--- src/hdl/ppau_pkg.sv ---
// shared constants, codes and types of the palette pixel alpha unpacker
package ppau_pkg;

  localparam int PALETTE_ENTRIES = 256;
  localparam int PAL_AW = (PALETTE_ENTRIES > 1) ? $clog2(PALETTE_ENTRIES) : 1;
  localparam int COLOR_W = 24;
  localparam int QUEUE_DEPTH = 2;
  localparam int OUT_DEPTH = 4;

  // item commands
  typedef enum logic {
    CMD_PAL_WRITE = 1'b0,
    CMD_PIXEL     = 1'b1
  } cmd_t;

  // alpha depth register codes
  localparam logic [3:0] ALPHA_NONE = 4'd0;
  localparam logic [3:0] ALPHA_1BIT = 4'd1;
  localparam logic [3:0] ALPHA_4BIT = 4'd4;
  localparam logic [3:0] ALPHA_8BIT = 4'd8;

  // one classified operation between front and back
  typedef struct packed {
    logic               pixel;
    logic [7:0]         addr;
    logic               in_range;
    logic [COLOR_W-1:0] color;
    logic [7:0]         alpha;
  } op_t;

endpackage

--- src/hdl/ppau_queue.sv ---
// short op queue that decouples the front end from the back end
module ppau_queue (
  input  logic           clk,
  input  logic           rst,
  input  logic           push_valid,
  input  ppau_pkg::op_t  push_op,
  output logic           push_ready,
  output logic           pop_valid,
  output ppau_pkg::op_t  pop_op,
  input  logic           pop_ready
);
  import ppau_pkg::*;

  localparam int PW = (QUEUE_DEPTH > 1) ? $clog2(QUEUE_DEPTH) : 1;
  localparam int CW = $clog2(QUEUE_DEPTH + 1);

  op_t           slots [QUEUE_DEPTH];
  logic [PW-1:0] wptr;
  logic [PW-1:0] rptr;
  logic [CW-1:0] count;
  logic          do_push;
  logic          do_pop;

  assign push_ready = (count != CW'(QUEUE_DEPTH));
  assign pop_valid  = (count != '0);
  assign pop_op     = slots[rptr];
  assign do_push    = push_valid && push_ready;
  assign do_pop     = pop_valid && pop_ready;

  always_ff @(posedge clk) begin
    if (do_push) begin
      slots[wptr] <= push_op;
    end
  end

  always_ff @(posedge clk) begin
    if (rst) begin
      wptr  <= '0;
      rptr  <= '0;
      count <= '0;
    end else begin
      if (do_push) begin
        wptr <= (wptr == PW'(QUEUE_DEPTH - 1)) ? '0 : wptr + PW'(1);
      end
      if (do_pop) begin
        rptr <= (rptr == PW'(QUEUE_DEPTH - 1)) ? '0 : rptr + PW'(1);
      end
      if (do_push && !do_pop) begin
        count <= count + CW'(1);
      end else if (do_pop && !do_push) begin
        count <= count - CW'(1);
      end
    end
  end

endmodule

--- config.mk ---
export PLATFORM = sky130hd
export DESIGN_NAME = ppau_queue
export DESIGN_NICKNAME = d
export VERILOG_FILES = /design/src/hdl/ppau_pkg.sv /design/src/hdl/ppau_queue.sv
export SDC_FILE = /design/constraint.sdc
export NUM_CORES = 1
export LEC_CHECK = 0
export ABC_CLOCK_PERIOD_IN_PS = 5700
export BUFFER_PORTS_ARGS = -buffer_cell sky130_fd_sc_hd__buf_2
export CAP_MARGIN = 15
export CORE_UTILIZATION = 40
export CTS_CLUSTER_SIZE = 30
export DETAILED_ROUTE_END_ITERATION = 16
export HOLD_SLACK_MARGIN = 0.1
export SLEW_MARGIN = 0
export SYNTH_ARGS = -nofsm -noshare
export SYNTH_HDL_FRONTEND = slang
export SYNTH_SLANG_ARGS = --single-unit
--- constraint.sdc ---
create_clock -name clk -period 5.7 [get_ports clk]
set_input_delay 0.57 -clock clk [delete_from_list [all_inputs] [get_ports clk]]
set_output_delay 0.57 -clock clk [all_outputs]
set_load 0.01 [all_outputs]
[Word level (Yosys, flattened, before mapping)]
Memory sizes are Yosys's and may differ from the RTL's. A register that Yosys moved wholly into a read port is not among the register bits.
Index checks and enable logic that the tools add are counted.
Storage, ports and cells
  memories kept: 1
  input port bits: 46
  RAM bits: 84
  flip-flop bits (word level): 4
Memory list
  slots: depth 2, width 42, rd ports 1, clocked after Yosys merged registers in 1, write ports 1, RTL line ppau_queue.sv:17  | op_t slots [QUEUE_DEPTH];
Operators by class
  mux-type cells: 8
  $add $sub $neg: 4
  equality and inequality tests: 1
  reduce and logical (&&, ||, !) cells: 8
Operator list (count)
  $mux W1: 6
  $logic_and A1 B1 Y1: 4
  $mux W2: 2
  $reduce_bool A2 Y1: 2
  $add A1 B1 Y1 const B: 2
  $add A2 B1 Y2 const B: 1
  $logic_not A1 Y1: 2
  $ne A2 B2 Y1 const B: 1
  $sub A2 B1 Y2 const B: 1

[Logic depth before layout (Yosys ltp)]
  word-level depth: 6
  depth in mapped cells: 6
  gate-level depth less buffers: 6

[Worst setup path before layout]
Ideal clock, no wire load.
  kind: reg-to-reg
  from: reg count[0]
  to: mem slots[1][0] (netlist bit), enable pin
  setup time: 0.404 ns
  cell stages (with the launch flop): 3
  setup slack: 3.599 ns
  arrival time: 1.697 ns
  data required time: 5.296 ns
  period minus slack after synthesis: 2.101 ns
  cells stage by stage: dfxtp_1 -> nand2b_1 -> and3_1
On the way
  cells in the longest elaborated chain, start to end: 4
Ends and longest elaborated chain
  from (decl): RTL line ppau_queue.sv:20  | logic [CW-1:0] count;
  from (signal assigned): RTL line ppau_queue.sv:49  | count <= count + CW'(1);
  from (signal assigned): RTL line ppau_queue.sv:51  | count <= count - CW'(1);
  $ne A2 B2 Y1: RTL line ppau_queue.sv:24  | assign push_ready = (count != CW'(QUEUE_DEPTH));
  via push_ready: RTL line ppau_queue.sv:7  | output logic push_ready,
  $logic_and A1 B1 Y1: RTL line ppau_queue.sv:27  | assign do_push = push_valid && push_ready;
  $mux W1: RTL line ppau_queue.sv:31  | if (do_push) begin
  $mux W1 (not written as such): RTL line ppau_queue.sv:32  | slots[wptr] <= push_op;
  to (decl): RTL line ppau_queue.sv:17
The timed path passes the listed nets, and every way through them passes these cells.

==> results.env <==
OUTCOME='complete, no violations'
SYN_NETS=202
HOLD_VIOL=0
GRT_SETUP_UNREPAIRED='false'
FIN_TNS_SETUP_NS=0
GRT_START_MAX_NET_PINS=43
NUMBER_OF_ANTENNA_VIOLATIONS_AT_THE_FIRST_CHECK_IN_GLOBAL_ROUTING=0
INITIAL_CORE_UTILIZATION=0.418
CTS_BUFS_INSERTED=9
DIE_X_UM=92.0
LEAKAGEPOWER_nW=1.48
FINAL-MAX-SLEW-VIOLATION-COUNT=0
WORST_IR_DROP_VDD_uV=283
CORE_REGION_AREA_SQ_UM=7770
POSTLAYOUTCELLAREA_SQ_UM=3970
WORST_SETUP_PATH_END_KIND='primary output'
TRITONCTS='built'
TIMING.FINAL.CRIT_PERIOD_NS=2.51
FLOORPLAN.DIE_AREA_SQ_UM=8470
FP-ROW-COUNT=32
DRT_ITER0_DRC=52
WORSTREGTOREGCELLS=2
AREAGROWTHSYNTHTOFINISH_PCT=22.5
CTS.REPAIR.RESIZED=0
CTS.SINKS=89
HOLD-PATH-CELL-COUNT=1
HOLD_PATH_CLASS='in2reg'
CTS.HTREE.LEVELS=3
WORST_SETUP_PATH_START_KIND='flip-flop'
CELLPOWERDENSITY_nW_PER_UM2=419
POST_CTS.REPAIR.SETUP_BUFFERS=0
NETLIST-CELL-TYPE-COUNT=17
ANTENNA-DIODE-COUNT=0
CLK_TRANSITION_REPORTED_PATHS_NS=0.08
POSTCTSHOLDBUFS=0
VIAS_PER_CELL=4.64
FINAL_NET_COUNT=297
GRT_USAGE=0.139
ROUTED_WIRELENGTH_UM=5460
WORST_SLEW_MARGIN_REL=0.303
DIE_EXTENT_IN_Y_UM=92.0
HPWL_UM=3340
FINALWEIGHTEDCONGESTION=0.660
PEAK_FREQ_MHz=398
YOSYSSEQAREASHARE=0.809
SYN_AVG_CELL_AREA_SQ_UM=20.9
WIRE_LENGTH_OF_THE_FIRST_GLOBAL_ROUTING_PASS_UM=8660
CLOCK_TREE.ROOT_CELL='sky130_fd_sc_hd__clkbuf_8'
FINALWORSTSETUPSLACK_NS=3.19
SYN_WARNINGS=0
CAP_VIOLATIONS=0
POSTROUTEANTENNANETS=0
FIN_CRIT_SH=0.440
LAYOUT_CELLS_SIZED_ABOVE_1=0.580
DETAIL_ROUTE.DRC_VIOLATIONS=0
NUMBER_OF_DETAILED_ROUTING_ITERATIONS_RUN_BEFORE_ANTENNA_REPAIR=4
GRT_PASS1_VIAS=1720
WORST_SKEW_LATE_LATENCY_NS=0.33
TOP_LEVEL_PORTS=90
DETAILED_PLACE.AREA_SQ_UM=3790
WORST-ENDPOINT-REQUIRED_NS=5.13
TIMING.CLOCK.SKEW_NS=0.0105
POST_SYNTH_INSTANCE_AREA_SQ_UM=3240
POSTSYNTHCELLCOUNT=155
CTS_MAX_PATH_BUFFERS=2
DRT-WIRELENGTH-PER-CELL_UM=15.3
YOSYS_REGISTER_BITS=89
MAX_SLEW.WORST_PIN.SLEW_NS=1.05
GRT.OVERFLOW.TOTAL=0
FINAL-SETUP-VIOL-COUNT=0
NUMBER_OF_VIAS_IN_THE_ROUTED_LAYOUT=1658
NUMPORTBUFFERS=89
DP_SLACK_NS=3.49
WORST-PATH-MAX-FANOUT=42
SETUP.WORST_PATH.CLASS='reg2out'
DATA_ARRIVAL_TIME_AT_THE_WORST_SLACK_ENDPOINT_NS=1.94
-- power by group --
group	internal (W)	switching [W]	leakage [nW]	total [W]
combinational	0.000198	0.000184	0.562	0.000381
sequential	0.000819	0.0000644	0.826	0.000883
clock	0.000201	0.000199	0.0918	0.000400
total	0.00122	0.000447	1.48	0.00166
-- cell type report --
type	count	area (sq um)
clock buffers	12	135
clock inverters	4	43.8
fillers	677	3790
inverters	1	3.75
multi-input cells	60	593
flip-flops and latches	89	2620
well taps	102	128
repair buffers	89	445
-- worst max-delay path, stage by stage (launching register included) --
cell	delay, ns
sky130_fd_sc_hd__dfxtp_2	1.02
sky130_fd_sc_hd__mux2_2	0.44
sky130_fd_sc_hd__buf_2	0.15
-- metal layers --
| layer | global-route usage | share of wire | wire length (um) |
|---|---|---|---|
| met1 | 0.176 | 0.42 | 2310 |
| met2 | 0.222 | 0.53 | 2870 |
| met3 | 0.0340 | 0.045 | 245 |
| met4 | 0.0703 | 0.0055 | 30 |
| met5 | 0 | 0 | 0 |
-- cell families (layout without fill, tap and decap cells) --
group | after synthesis | in the layout | share of synthesized area
xor+xnor | 3 | 3 | 0.00810
mux | 42 | 42 | 0.146
buf+inv | 6 | 106 | 0.00887
fa+ha+maj | 1 | 1 | 0.00386
flops | 89 | 89 | 0.809
compound gates | 5 | 5 | 0.00926
simple gates | 9 | 9 | 0.0154
-- cells in the final DEF, fill, tap and decap left out, drive strengths merged --
cell type   n
clkinv      3
xor2        3
and3        1
and2        1
a21oi       2
a21bo       1
nor2        3
dfxtp       5
bufinv      1
buf        89
or3         1
clkbuf     12
o21ai       2
or2         1
ha          1
nand3b      1
mux2       42
edfxtp     84
nand2b      1
inv         1
-- final timing paths --
| kind | start | to | slack [ns] |
|---|---|---|---|
| max | flip-flop | pop_op[21] | 3.19 |
| min | push_op[15] | slots[0][15]$_DFFE_PP_ | 0.42 |
| max reg2reg | count[0]$_SDFFE_PP0P_ | slots[1][22]$_DFFE_PP_ | 3.79 |
| min reg2reg | rptr$_SDFFE_PP0P_ | rptr$_SDFFE_PP0P_ | 0.52 |
-- synthesized netlist by cell type, drive strengths merged --
master	number	share of area
buf	5	0.0077
nand2b	1	0.0019
ha	1	0.0039
a21oi	2	0.0031
edfxtp	84	0.78
nor2	3	0.0035
dfxtp	5	0.031
and3	1	0.0019
or3	1	0.0019
nand3b	1	0.0023
xor2	3	0.0081
a21bo	1	0.0031
o21ai	2	0.0031
or2	1	0.0019
inv	1	0.0012
and2	1	0.0019
mux2	42	0.15
-- through the flow --
step,util,power [W],std cells,hold WS (ns)
after detailed placement,0.488,0.00129,341,0.488
after floorplan,-,0.00113,155,0.471
after global routing,0.511,0.00176,357,0.393
after CTS,0.511,0.00169,357,0.391
after global placement,0.488,0.00129,341,0.487
final,0.511,0.00166,357,0.419
-- registers in the layout, summed over array words and instances, names as in the netlist, named ones only --
signal / flops
wptr: 1
slots: 84
count: 2
rptr: 1
No activity file was read; power rests on OpenSTA's default activity.
