### config.mk
export PLATFORM = sky130hd
export DESIGN_NAME = ppau_front_flat
export DESIGN_NICKNAME = d
export VERILOG_FILES = /design/src/hdl/ppau_pkg.sv /design/src/hdl/ppau_ifs.sv /design/src/hdl/ppau_front.sv /design/src/flat_wrapper.sv
export SDC_FILE = /design/constraint.sdc
export NUM_CORES = 1
export LEC_CHECK = 0
export ABC_AREA = 1
export BUFFER_PORTS_ARGS = -buffer_cell sky130_fd_sc_hd__buf_2
export CORE_MARGIN = 5
export CORE_UTILIZATION = 35
export DETAILED_ROUTE_END_ITERATION = 8
export GPL_ROUTABILITY_DRIVEN = 0
export HOLD_SLACK_MARGIN = 0.05
export PLACE_DENSITY = 0.81
export RECOVER_POWER = 100
export SYNTH_ARGS = -nofsm -noshare
export SYNTH_HDL_FRONTEND = slang
export SYNTH_SLANG_ARGS = --single-unit
export TNS_END_PERCENT = 50
### constraint.sdc
create_clock -name clk -period 1.7 [get_ports clk]
set_input_delay 0 -clock clk [delete_from_list [all_inputs] [get_ports clk]]
set_output_delay 0 -clock clk [all_outputs]
set_load 0.03 [all_outputs]
### src/hdl/ppau_pkg.sv
// shared constants, codes and types of the palette pixel alpha unpacker
package ppau_pkg;

  localparam int PALETTE_ENTRIES = 256;
  localparam int PAL_AW = (PALETTE_ENTRIES > 1) ? $clog2(PALETTE_ENTRIES) : 1;
  localparam int COLOR_W = 24;
  localparam int QUEUE_DEPTH = 2;
  localparam int OUT_DEPTH = 4;

  // item commands
  typedef enum logic {
    CMD_PAL_WRITE = 1'b0,
    CMD_PIXEL     = 1'b1
  } cmd_t;

  // alpha depth register codes
  localparam logic [3:0] ALPHA_NONE = 4'd0;
  localparam logic [3:0] ALPHA_1BIT = 4'd1;
  localparam logic [3:0] ALPHA_4BIT = 4'd4;
  localparam logic [3:0] ALPHA_8BIT = 4'd8;

  // one classified operation between front and back
  typedef struct packed {
    logic               pixel;
    logic [7:0]         addr;
    logic               in_range;
    logic [COLOR_W-1:0] color;
    logic [7:0]         alpha;
  } op_t;

endpackage

### src/hdl/ppau_ifs.sv
// valid/ready channel interfaces for items, results and configuration
interface ppau_item_if;
  logic        valid;
  logic        ready;
  logic        command;
  logic [7:0]  palette_slot;
  logic [23:0] palette_color;
  logic [7:0]  pixel_index;
  logic [7:0]  alpha_byte;
  logic        level_start;

  modport source (output valid, command, palette_slot, palette_color, pixel_index,
                  alpha_byte, level_start, input ready);
  modport sink (input valid, command, palette_slot, palette_color, pixel_index,
                alpha_byte, level_start, output ready);
endinterface


interface ppau_cfg_if;
  logic       valid;
  logic       ready;
  logic [3:0] alpha_bits;

  modport source (output valid, alpha_bits, input ready);
  modport sink (input valid, alpha_bits, output ready);
endinterface

### src/hdl/ppau_front.sv
// front end: accepts items, holds the alpha register and sub-position, classifies ops
module ppau_front (
  input  logic           clk,
  input  logic           rst,
  ppau_cfg_if.sink       cfg,
  ppau_item_if.sink      items,
  output logic           push_valid,
  output ppau_pkg::op_t  push_op,
  input  logic           push_ready
);
  import ppau_pkg::*;

  logic [3:0] alpha_bits;
  logic [2:0] position;
  logic [2:0] position_next;
  logic [2:0] pos;
  logic [3:0] nib;
  logic [7:0] alpha;
  logic       is_pixel;

  assign cfg.ready   = 1'b1;
  assign items.ready = push_ready;
  assign push_valid  = items.valid;
  assign is_pixel    = (cmd_t'(items.command) == CMD_PIXEL);

  always_comb begin
    pos = items.level_start ? 3'd0 : position;
    position_next = pos;
    nib = pos[0] ? items.alpha_byte[7:4] : items.alpha_byte[3:0];
    unique case (alpha_bits)
      ALPHA_NONE: alpha = 8'hff;
      ALPHA_8BIT: alpha = items.alpha_byte;
      ALPHA_4BIT: begin
        alpha = {nib, nib};
        position_next = pos[0] ? 3'd0 : 3'd1;
      end
      ALPHA_1BIT: begin
        alpha = {8{items.alpha_byte[pos]}};
        position_next = pos + 3'd1;
      end
      default: alpha = 8'h00;
    endcase
  end

  always_comb begin
    push_op.pixel    = is_pixel;
    push_op.addr     = is_pixel ? items.pixel_index : items.palette_slot;
    push_op.in_range = ({1'b0, push_op.addr} < 9'(PALETTE_ENTRIES));
    push_op.color    = items.palette_color;
    push_op.alpha    = alpha;
  end

  always_ff @(posedge clk) begin
    if (rst) begin
      alpha_bits <= ALPHA_NONE;
      position   <= 3'd0;
    end else begin
      if (cfg.valid) begin
        alpha_bits <= cfg.alpha_bits;
      end
      if (items.valid && push_ready && is_pixel) begin
        position <= position_next;
      end
    end
  end

endmodule

### src/flat_wrapper.sv
// flat-port wrapper written by rule: the top's interface ports become plain ports
module ppau_front_flat import ppau_pkg::*;
  (clk, rst, push_valid, push_op, push_ready, cfg_valid, cfg_alpha_bits, cfg_ready, items_valid, items_command, items_palette_slot, items_palette_color, items_pixel_index, items_alpha_byte, items_level_start, items_ready);
  ppau_cfg_if cfg_i ();
  ppau_item_if items_i ();
  input  logic clk;
  input  logic rst;
  output logic push_valid;
  output ppau_pkg::op_t push_op;
  input  logic push_ready;
  input wire logic [$bits(cfg_i.valid)-1:0] cfg_valid;
  input wire logic [$bits(cfg_i.alpha_bits)-1:0] cfg_alpha_bits;
  output wire logic [$bits(cfg_i.ready)-1:0] cfg_ready;
  input wire logic [$bits(items_i.valid)-1:0] items_valid;
  input wire logic [$bits(items_i.command)-1:0] items_command;
  input wire logic [$bits(items_i.palette_slot)-1:0] items_palette_slot;
  input wire logic [$bits(items_i.palette_color)-1:0] items_palette_color;
  input wire logic [$bits(items_i.pixel_index)-1:0] items_pixel_index;
  input wire logic [$bits(items_i.alpha_byte)-1:0] items_alpha_byte;
  input wire logic [$bits(items_i.level_start)-1:0] items_level_start;
  output wire logic [$bits(items_i.ready)-1:0] items_ready;
  assign cfg_i.valid = cfg_valid;
  assign cfg_i.alpha_bits = cfg_alpha_bits;
  assign cfg_ready = cfg_i.ready;
  assign items_i.valid = items_valid;
  assign items_i.command = items_command;
  assign items_i.palette_slot = items_palette_slot;
  assign items_i.palette_color = items_palette_color;
  assign items_i.pixel_index = items_pixel_index;
  assign items_i.alpha_byte = items_alpha_byte;
  assign items_i.level_start = items_level_start;
  assign items_ready = items_i.ready;
  ppau_front u_core (.clk(clk), .rst(rst), .cfg(cfg_i), .items(items_i), .push_valid(push_valid), .push_op(push_op), .push_ready(push_ready));
endmodule
== Word-level counts from Yosys, hierarchy flattened ==
Index checks and enable logic that the tools add are counted.

* Muxes and demuxes: 8
* Reduce and logical (&&, ||, !) cells: 3
* $lt $le $gt $ge: 1
* Add/subtract/negate cells: 1
* Eq/ne operators: 3

{| class="wikitable"
|+ Operators with widths
! operator !! count
|-
| one-hot mux 8 bit (4 select lines) || 1
|-
| 2-to-1 mux 8 bit || 1
|-
| one-hot mux 3 bit (2 select lines) || 1
|-
| equality test 4 x 1 -> 1 bit, second input constant || 1
|-
| equality test 4 x 3 -> 1 bit, second input constant || 1
|-
| equality test 4 bit, second input constant || 1
|-
| zero test 4 bit || 1
|-
| less-than comparator 3 x 4 -> 1 bit, second input constant || 1
|-
| 2-to-1 mux 4 bit || 1
|-
| adder 3 x 1 -> 3 bit, second input constant || 1
|-
| binary-select mux 1 bit (select 3 bit) || 1
|-
| 2-to-1 mux 3 bit || 1
|-
| logical AND 1 bit || 2
|-
| 2-to-1 mux 1 bit || 2
|}

* Word-level logic and storage cells: 18
* Output and inout port bits: 45
* Input bits: 59
* Bits in registers: 7

== Longest topological paths before layout ==
Gate-level depths: netlist of run 1.

* Depth after elaboration: 4
* Mapped depth: 9
* Gate-level depth less buffers: 9

== Worst setup path after synthesis of run 1 ==
OpenSTA, ideal clock, no wires.

* Path kind: reg-to-reg
* From: register u_core.position[0]
* To: register u_core.position[2]
* Data required time: 1,591 ps
* Path slack: 499 ps
* Library setup time: 109 ps
* Clock period less this slack: 1,201 ps
* Data arrival time: 1,092 ps
* Stages on the path, launching flop included: 9
* Cells stage by stage: dfxtp_1 -> nand2_4 -> clkinv_4 -> ha_1 -> xnor2_1 -> a21oi_1 -> nand2_1 -> nand2_1 -> inv_1

* Cells in the longest elaborated chain, start to end: 3

{| class="wikitable"
|+ Ends and longest elaborated chain
! what !! RTL line !! source
|-
| from (decl) || ppau_front.sv:14 || <nowiki>logic [2:0] position;</nowiki>
|-
| from (signal assigned) || ppau_front.sv:62 || <nowiki>position <= position_next;</nowiki>
|-
| 2-to-1 mux 3 bit || ppau_front.sv:27 || <nowiki>pos = items.level_start ? 3'd0 : position;</nowiki>
|-
| adder 3 x 1 -> 3 bit || ppau_front.sv:39 || <nowiki>position_next = pos + 3'd1;</nowiki>
|-
| one-hot mux 3 bit (2 select lines) || ppau_front.sv:30 || <nowiki>unique case (alpha_bits)</nowiki>
|}

Every way passes these cells.
A chain may end at the register's enable or synchronous reset.

==> out/results.txt, run 1 <==
Status - complete, no violations
I/O Buffers - 53
CTS sink cnt - 7
Total of max-cap violations - 0
Vias after detailed routing - 1117
# DRC - 0
Die area - 0.00391 mm²
Number of synthesized flops with an enable pin - 0
Total wire length - 2670 µm
Clk buf depth - 2
Tmin final - 1530 ps
Hold Crit Class - in -> reg
Max Clock Freq - 0.654 GHz
Clock power share - 0.196
CTS root buf - clkbuf_4
Average vias per placed instance - 4.62
Mean Syn Cell Area - 6.19 µm²
GRT Overall Usage - 0.126
Setup Total Neg Slack - 0 ps
Flop pwr share - 0.237
Drt pass-1 iters - 4
Area Growth Syn to Fin - 38.0%
Ys async rst share - 0
Share of cells above drive strength 1 - 0.294
Unrepaired setup endpoints after global routing - no
Placed inst area - 0.00104 mm²
Fin nets - 272
I/O pins - 104
Final Max Slew Viols - 0
Req. time, crit path - 1700 ps
Die Ht - 62.5 µm
Gr ovfl total - 0
Nature of the critical path endpoint - output pin
Largest net degree at the start of global routing - 12
CP Class - reg -> out
Vias in the first global route - 1066
CP startpoint kind - register
Post-Syn Instances - 156
Post-route cell area - 0.00133 mm²
Seq/Total Area, Yosys - 0.145
Initial antenna violation count - 0
Starting DRT DRC Count - 26
Inst Count DP - 210
Switching Share - 0.467
Clk slew on worst S/H paths - 50 ps
Leakage - 0.000725 µW
DP Wirelength - 1830 µm
Hold WS - 81.8 ps
Fin Clk Skew - 0.984 ps
Endpoints failing setup - 0
Mapped cell area - 966 µm²
CTS tree - yes
First-pass GRT wire length - 4310 µm
CTS Buf Count - 3
CP Data Arrival Time - 1530 ps
Starting Density - 0.356
Die Wd - 62.5 µm
Routed Antenna Nets - 0
Core ar. - 0.00271 mm²
Clk_lat worst skew - 250 ps
Syn. warnings - 0
Synth Flop Type - dfxtp_1
Synth Register Bits - 7
Int Pwr - 405 µW
Final cell count without fillers - 242
Antenna cell count - 0
Hold Vio Cnt, Final - 0
Fillers - 288
Cell area power density - 570 mW/mm²
Final period utilization - 0.900
CTS H-tree depth - 1
Psw - 355 µW
Cell Rows - 19
CP Max Fanout - 11
Synth cell types - 24
Worst VDD drop - 460 µV
Combinational cell fraction of total power - 0.567
Routed length per instance - 11.0 µm
Setup Buffers After CTS - 0
==> layout make-up <==
type	count	area, µm²	share of cell area
inverters	21	83.8	0.0629
well taps	31	38.8	0.0291
flip-flops and latches	7	140	0.105
clock buffers	4	26.3	0.0197
multi-input cells	98	512	0.384
repair buffers	81	532	0.399
==> kinds of logic after synthesis <==
| logic type | share of synthesized area |
|---|---|
| compound gates | 0.148 |
| other cells | 0.00388 |
| buf+inv | 0.332 |
| simple gates | 0.350 |
| flops | 0.145 |
| fa+ha+maj | 0.0130 |
| xor+xnor | 0.00907 |
==> registers in the layout (all words and copies together), names as in the netlist <==
signal             cells
u_core.alpha_bits      4
u_core.position        3
==> critical path, stage by stage, from the launching register on <==
cell,delay (ps)
dfxtp_1,300
inv_2,130
nand2_1,80
nor2_1,270
o211ai_1,160
nand3_1,120
clkbuf_2,210
==> routing by layer <==
layer  wire (µm)  vias up  GRT usage
li1            -      581          -
met3         193        4     0.0198
met2        1400       53      0.241
met5           0        -          0
met1        1030      479      0.139
met4          41        0     0.0398
==> per-stage QoR <==
stage / total power (µW) / worst slack [ps] / util
global placement: 498 / 451 / 0.383
finish: 760 / 171 / 0.492
floorplan: 516 / 499 / -
detailed placement: 501 / 430 / 0.383
CTS: 772 / 172 / 0.496
global route: 810 / 39.4 / 0.492
==> cells in the mapped netlist (2+ instances only) <==
library cell / instances / area share
nand2_1: 38 / 0.15
buf_4: 30 / 0.23
inv_1: 14 / 0.054
nand3_1: 14 / 0.073
o21ai_0: 14 / 0.073
dfxtp_1: 7 / 0.15
a21oi_1: 6 / 0.031
inv_2: 6 / 0.023
nor2_1: 4 / 0.016
nand2_2: 3 / 0.019
nand3_2: 3 / 0.031
o211ai_1: 3 / 0.023
nand2_4: 2 / 0.023
nand3b_1: 2 / 0.016
==> repair_timing <==
action | CTS | global route
endpoints found under the setup margin | 0 | 1
gates resized for setup | 0 | 1
hold endpoints to repair | 28 | 0
hold buffers | 28 | 0
==> final timing paths <==
kind                         from                   end  slack, ps  depth (start not counted)
min reg2reg  u_core.alpha_bits[1]  u_core.alpha_bits[1]        460                          2
max          u_core.alpha_bits[3]            push_op[3]        170                          6
max reg2reg    u_core.position[0]    u_core.position[2]        430                          8
min                           rst    u_core.position[0]         80                          4
==> power groups by stage <==
stage / registers, µW / clock network (µW) / logic [µW]
finish: 180 / 149 / 431
detailed placement: 183 / 0 / 318
global placement: 183 / 0 / 316
floorplan: 182 / 0 / 334
CTS: 180 / 157 / 436
global route: 181 / 162 / 467
==> cell usage in the layout (no fill, tap or decap), drive strengths merged, types with 2 or more instances in the layout <==
master and n:
a21oi 6, buf 34, clkbuf 23, conb 2
dfxtp 7, dlygate4sd3 28, inv 20, nand2 43
nand3 18, nand3b 2, nor2 4, o211ai 3
o21ai 15
(Power assumes the default switching activity.)
==> run 2: changes to the inputs <==
--- a/config.mk
+++ b/config.mk
@@ -5,8 +5,8 @@
 export SDC_FILE = /design/constraint.sdc
 export NUM_CORES = 1
 export LEC_CHECK = 0
-export ABC_AREA = 1
 export BUFFER_PORTS_ARGS = -buffer_cell sky130_fd_sc_hd__buf_2
+export CORE_ASPECT_RATIO = 1.2
 export CORE_MARGIN = 5
 export CORE_UTILIZATION = 35
 export DETAILED_ROUTE_END_ITERATION = 8
==> run 2 against run 1 <==
The flow now finishes with violations (negative setup slack). Die area is 1.7% higher. Synthesized area is 1.9% higher. First-iteration DRC count is 42% higher. Cell count is 13% lower. Core utilization rose by 2.7 points. Global-route usage increased by 2.6 points. Clock-buffer cell count stayed put. Synthesized cell count down 24%. Via count shrank 4.4%. Critical endpoint is now push_op[2]. Largest power group unchanged.
==> out/results.txt, run 2 <==
Status - finished with violations
Failing checks - negative setup slack
Worst VDD drop - 279 µV
Syn. warnings - 0
Antenna cell count - 0
# DRC - 0
Number of synthesized flops with an enable pin - 0
Die area - 0.00398 mm²
I/O pins - 104
Clk_lat worst skew - 250 ps
Tmin final - 1850 ps
CTS sink cnt - 7
CP Class - reg -> out
Largest registers - u_core.alpha_bits: 4 flops, u_core.position: 3 flops
Final setup margin - -151 ps
I/O Buffers - 53
Final period utilization - 1.09
Leading area contributor after synthesis - buf_4
Vias after detailed routing - 1068
Gr ovfl total - 0
Reg2Reg Launch Point - u_core.alpha_bits[3]
Hold Vio Cnt, Final - 0
Drt pass-1 iters - 5
Cell area power density - 546 mW/mm²
DP Wirelength - 2130 µm
GRT Overall Usage - 0.152
Reg2Reg Depth - 5
Routed length per instance - 14.6 µm
Hold Crit Class - in -> reg
Commonest non-fill, non-tap cell in the layout - buf_2
Max reg flops - 4
Nature of the critical path endpoint - output pin
Total wire length - 3080 µm
Final cell count without fillers - 211
Fin nets - 238
Die Ht - 68.1 µm
Mean Syn Cell Area - 8.34 µm²
Die Wd - 58.4 µm
WHS Endpoint - u_core.position[2]
Largest cells by area after synthesis - buf_4, dfxtp_1, mux2_2
Initial antenna violation count - 0
Largest net degree at the start of global routing - 13
Most flop-heavy register - u_core.alpha_bits
CP Max Fanout - 8
Worst hold start - push_ready
Leakage - 0.000632 µW
Ys async rst share - 0
CP Data Arrival Time - 1850 ps
Synth cell types - 33
Share of cells above drive strength 1 - 0.373
Starting Density - 0.357
Commonest cells post-synth - buf_4, mux2_2, nor2b_1
Vias in the first global route - 1120
Reg2Reg Capture Point - u_core.position[2]
Average vias per placed instance - 5.06
CP startpoint kind - register
Endpoints failing setup - 8
Seq/Total Area, Yosys - 0.142
Core ar. - 0.00276 mm²
Clk slew on worst S/H paths - 50 ps
Top-area cell type share of the netlist area - 0.221
Routed Antenna Nets - 0
Final Max Slew Viols - 0
Layout Utilization - 0.518
CTS root buf - clkbuf_4
Inst Count DP - 174
Synth Register Bits - 7
Setup Total Neg Slack - -1150 ps
CTS tree - yes
Max Clock Freq - 0.540 GHz
Hold path depth - 4
Unrepaired setup endpoints after global routing - yes
Synth Flop Type - dfxtp_1
CTS H-tree depth - 1
First-pass GRT wire length - 4660 µm
Starting DRT DRC Count - 37
Clk buf depth - 2
Cell Rows - 21
Area Growth Syn to Fin - 45.2%
CTS Buf Count - 3
Most frequent cells in the layout - buf_2, dlygate4sd3_1, mux2_2, clkbuf_1, buf_4
Total of max-cap violations - 0
Req. time, crit path - 1700 ps
Worst R2R Setup Slack - 250 ps
Fin Clk Skew - 0.294 ps
Post-Syn Instances - 118
Mapped cell area - 985 µm²
Hold WS - 186 ps
Most common cell in the netlist - buf_4
## run 2: routing by layer
metal | vias to the layer above | part of all wire | GRT usage
met5 | - | 0 | 0
met4 | 0 | 0.013 | 0.0464
met3 | 8 | 0.12 | 0.0434
met2 | 92 | 0.55 | 0.304
met1 | 469 | 0.32 | 0.148
li1 | 499 | - | -
## run 2: worst max-delay path by stage
stage | start | endpoint | slack [ps] | cells past startpoint
floorplan | u_core.position[0] | push_op[1] | 90 | 5
global placement | u_core.position[0] | push_op[7] | 110 | 5
detailed placement | u_core.position[0] | push_op[2] | 70 | 5
CTS | u_core.position[0] | push_op[2] | -160 | 5
global route | u_core.position[0] | push_op[7] | -280 | 5
finish | u_core.position[0] | push_op[2] | -150 | 5
## run 2: worst max-delay path, stage by stage, from the launching register on
cell      delay (ps)
dfxtp_2          350
mux4_2           500
and3_4           200
a31oi_4          230
o211ai_1         130
buf_4            190
## run 2: area by class of cell
class / count / area (µm²)
Sequential cell: 7 / 141
Clock buffer: 4 / 26.3
Inverter: 2 / 7.51
Timing Repair Buffer: 90 / 632
Tap cell: 34 / 42.5
Multi-Input combinational cell: 74 / 581
Fill cell: 263 / 1330
## run 2: cell families (layout without fill, tap and decap cells)
| logic type | Yosys count | count (layout) | share of synthesized area |
|---|---|---|---|
| buffers and inverters | 38 | 96 | 0.263 |
| and+or+nand+nor | 36 | 36 | 0.231 |
| muxes | 18 | 18 | 0.211 |
| AOI/OAI and AO/OA | 16 | 16 | 0.127 |
| DFF | 7 | 7 | 0.142 |
| adders and majority gates | 1 | 1 | 0.0127 |
| other | 1 | 2 | 0.00381 |
| xor gates and xnor gates | 1 | 1 | 0.00890 |
## run 2: where the power goes
group,leakage [µW],total (µW),internal [µW],switching (µW)
Combinational,0.000559,447,183,264
Sequential,0.0000577,181,171,10.6
Clock,0.0000150,153,89.7,63.1
## run 2: repair_timing
action / 4_1_cts / 5_1_grt
pin swaps: 3 / 5
hold buffers: 33 / 0
endpoints found under the setup margin: 8 / 8
hold endpoints to repair: 29 / 0
resized for setup: 9 / 0
buffers inserted: 0 / 0
## run 2: through the flow
step,instance area [µm²],power [µW],worst slack [ps]
2_1_floorplan,988,506,89.2
3_5_place_dp,1070,495,66.8
6_report,1430,781,-151
4_1_cts,1450,792,-158
3_3_place_gp,1070,492,112
5_1_grt,1430,824,-279
==> run 3: changes to the inputs <==
--- a/config.mk
+++ b/config.mk
@@ -6,13 +6,15 @@
 export NUM_CORES = 1
 export LEC_CHECK = 0
 export BUFFER_PORTS_ARGS = -buffer_cell sky130_fd_sc_hd__buf_2
+export CELL_PAD_IN_SITES_DETAIL_PLACEMENT = 1
+export CELL_PAD_IN_SITES_GLOBAL_PLACEMENT = 2
 export CORE_ASPECT_RATIO = 1.2
 export CORE_MARGIN = 5
-export CORE_UTILIZATION = 35
+export CORE_UTILIZATION = 16
 export DETAILED_ROUTE_END_ITERATION = 8
 export GPL_ROUTABILITY_DRIVEN = 0
 export HOLD_SLACK_MARGIN = 0.05
-export PLACE_DENSITY = 0.81
+export PLACE_DENSITY_LB_ADDON = 0.1
 export RECOVER_POWER = 100
 export SYNTH_ARGS = -nofsm -noshare
 export SYNTH_HDL_FRONTEND = slang
==> run 3 against run 2 <==
Wire length grew 13%. Non-clock buffer count shrank 4. Register-to-register slack is essentially flat. Design area grew 2.8%. Flip-flop and latch count is the same. Combinational power shrank 1%. Largest power group unchanged. The flow still finishes with violations (negative setup slack). Worst hold slack lost 130 ps. Sequential power is essentially flat.
==> out/results.txt, run 3 (synthesis results as in run 2) <==
Status - finished with violations
Failing checks - negative setup slack
Nature of the critical path endpoint - output pin
Initial antenna violation count - 0
CP startpoint kind - register
First-pass GRT wire length - 5300 µm
Average vias per placed instance - 4.06
Core ar. - 0.00601 mm²
Largest registers - u_core.alpha_bits: 4 flops, u_core.position: 3 flops
Fillers - 714
Critical Path Source - u_core.position[0]
Die area - 0.00783 mm²
Antenna cell count - 0
Worst R2R Setup Slack - 240 ps
CP bufs+invs - 1
Hold path depth - 2
I/O pins - 104
Final setup margin - -130 ps
CTS H-tree depth - 1
Vias after detailed routing - 1035
# DRC - 0
Gr ovfl total - 0
Clk buf depth - 2
Most frequent cells in the layout - buf_2, dlygate4sd3_1, mux2_2, clkbuf_1, buf_4
Power Total - 862 µW
Final Max Slew Viols - 0
Clk slew on worst S/H paths - 40 ps
Largest net degree at the start of global routing - 13
Cell area power density - 587 mW/mm²
Most flop-heavy register - u_core.alpha_bits
Worst VDD drop - 164 µV
GRT Overall Usage - 0.0869
Layout Utilization - 0.245
Slew of the pin with the lowest slew margin - 517 ps
Critical path depth in cells - 5
Worst hold start - rst
Total of max-cap violations - 0
Die Wd - 81.6 µm
Commonest non-fill, non-tap cell in the layout - buf_2
Share of cells above drive strength 1 - 0.387
Drt pass-1 iters - 4
Reg2Reg Depth - 5
Fin Clk Skew - 0.510 ps
Vias in the first global route - 1155
CTS Buf Count - 3
DP Wirelength - 2710 µm
Clk_lat worst skew - 230 ps
Final period utilization - 1.08
Endpoints failing setup - 8
Starting Density - 0.164
Worst path slowest cell - mux4_2
Max reg flops - 4
CTS tree - yes
CP Max Fanout - 8
Relative slew slack - 0.656
I/O Buffers - 53
CP top delay family - multiplexers
Routed length per instance - 13.7 µm
Hold Crit Class - in -> reg
Cell Rows - 31
Total wire length - 3490 µm
Die Ht - 95.9 µm
CP peak stage delay - 490 ps
Reg2Reg Launch Point - u_core.alpha_bits[3]
Max Clock Freq - 0.547 GHz
CTS sink cnt - 7
Starting DRT DRC Count - 18
CP Class - reg -> out
Leakage - 0.000618 µW
Routed Antenna Nets - 0
Hold Vio Cnt, Final - 0
Worst path cell trace - mux4_2 > and3_4 > a31oi_4 > o211ai_1 > buf_4
Fin nets - 234
Area Growth Syn to Fin - 49.3%
CTS root buf - clkbuf_8
Unrepaired setup endpoints after global routing - yes
Req. time, crit path - 1700 ps
CP Data Arrival Time - 1830 ps
Setup Total Neg Slack - -912 ps
Tmin final - 1830 ps
## run 3: worst register-to-register path, cell delays in order (launching register included)
cell     delay (ps)
dfxtp_1         420
nor4b_2         390
buf_4           210
nor2b_1         120
o21ai_0          80
a31oi_1         180
## run 3: where the power goes
part	leakage [µW]	internal, µW	switching (µW)
clock	0.0000228	163	74.8
combinational	0.000537	178	265
sequential	0.0000577	171	11.3
total	0.000618	512	351
## run 3: routing by layer
metal | track usage | up-vias | wire [µm] | share of wire
li1 | - | 492 | - | -
met1 | 0.0889 | 465 | 1230 | 0.35
met2 | 0.161 | 71 | 1810 | 0.52
met3 | 0.0234 | 7 | 398 | 0.11
met4 | 0.0416 | 0 | 57 | 0.016
met5 | 0 | - | 0 | 0
## run 3: area by class of cell
| class | count | area (µm²) | area share |
|---|---|---|---|
| flip-flops and latches | 7 | 141 | 0.0962 |
| clock buffers | 4 | 45.0 | 0.0306 |
| repair buffers | 86 | 593 | 0.403 |
| inverters | 2 | 7.51 | 0.00511 |
| multi-input cells | 74 | 581 | 0.395 |
| well taps | 82 | 103 | 0.0698 |
## run 3: worst paths after layout
check,to
worst max-delay path,push_op[7]
worst max register to register,u_core.position[2]
worst min-delay path,u_core.alpha_bits[3]
worst min register to register,u_core.position[2]
## run 3: repair_timing
| item | 4_1_cts | 5_1_grt |
|---|---|---|
| setup endpoints to repair | 8 | 8 |
| endpoints found under the hold margin | 28 | 0 |
| hold buffers | 28 | 0 |
| resized for setup | 9 | 1 |
| setup buffers | 0 | 0 |
| pin swaps | 3 | 3 |
## run 3: per-stage QoR
stage	instances	hold slack (ps)	instance area, µm²	worst slack (ps)
after floorplan	119	132	988	89.2
after global placement	223	0.205	1140	87.3
after detailed placement	223	0.205	1140	36.4
after CTS	255	62.0	1490	-172
after global routing	255	81.4	1470	-225
final	255	59.9	1470	-130
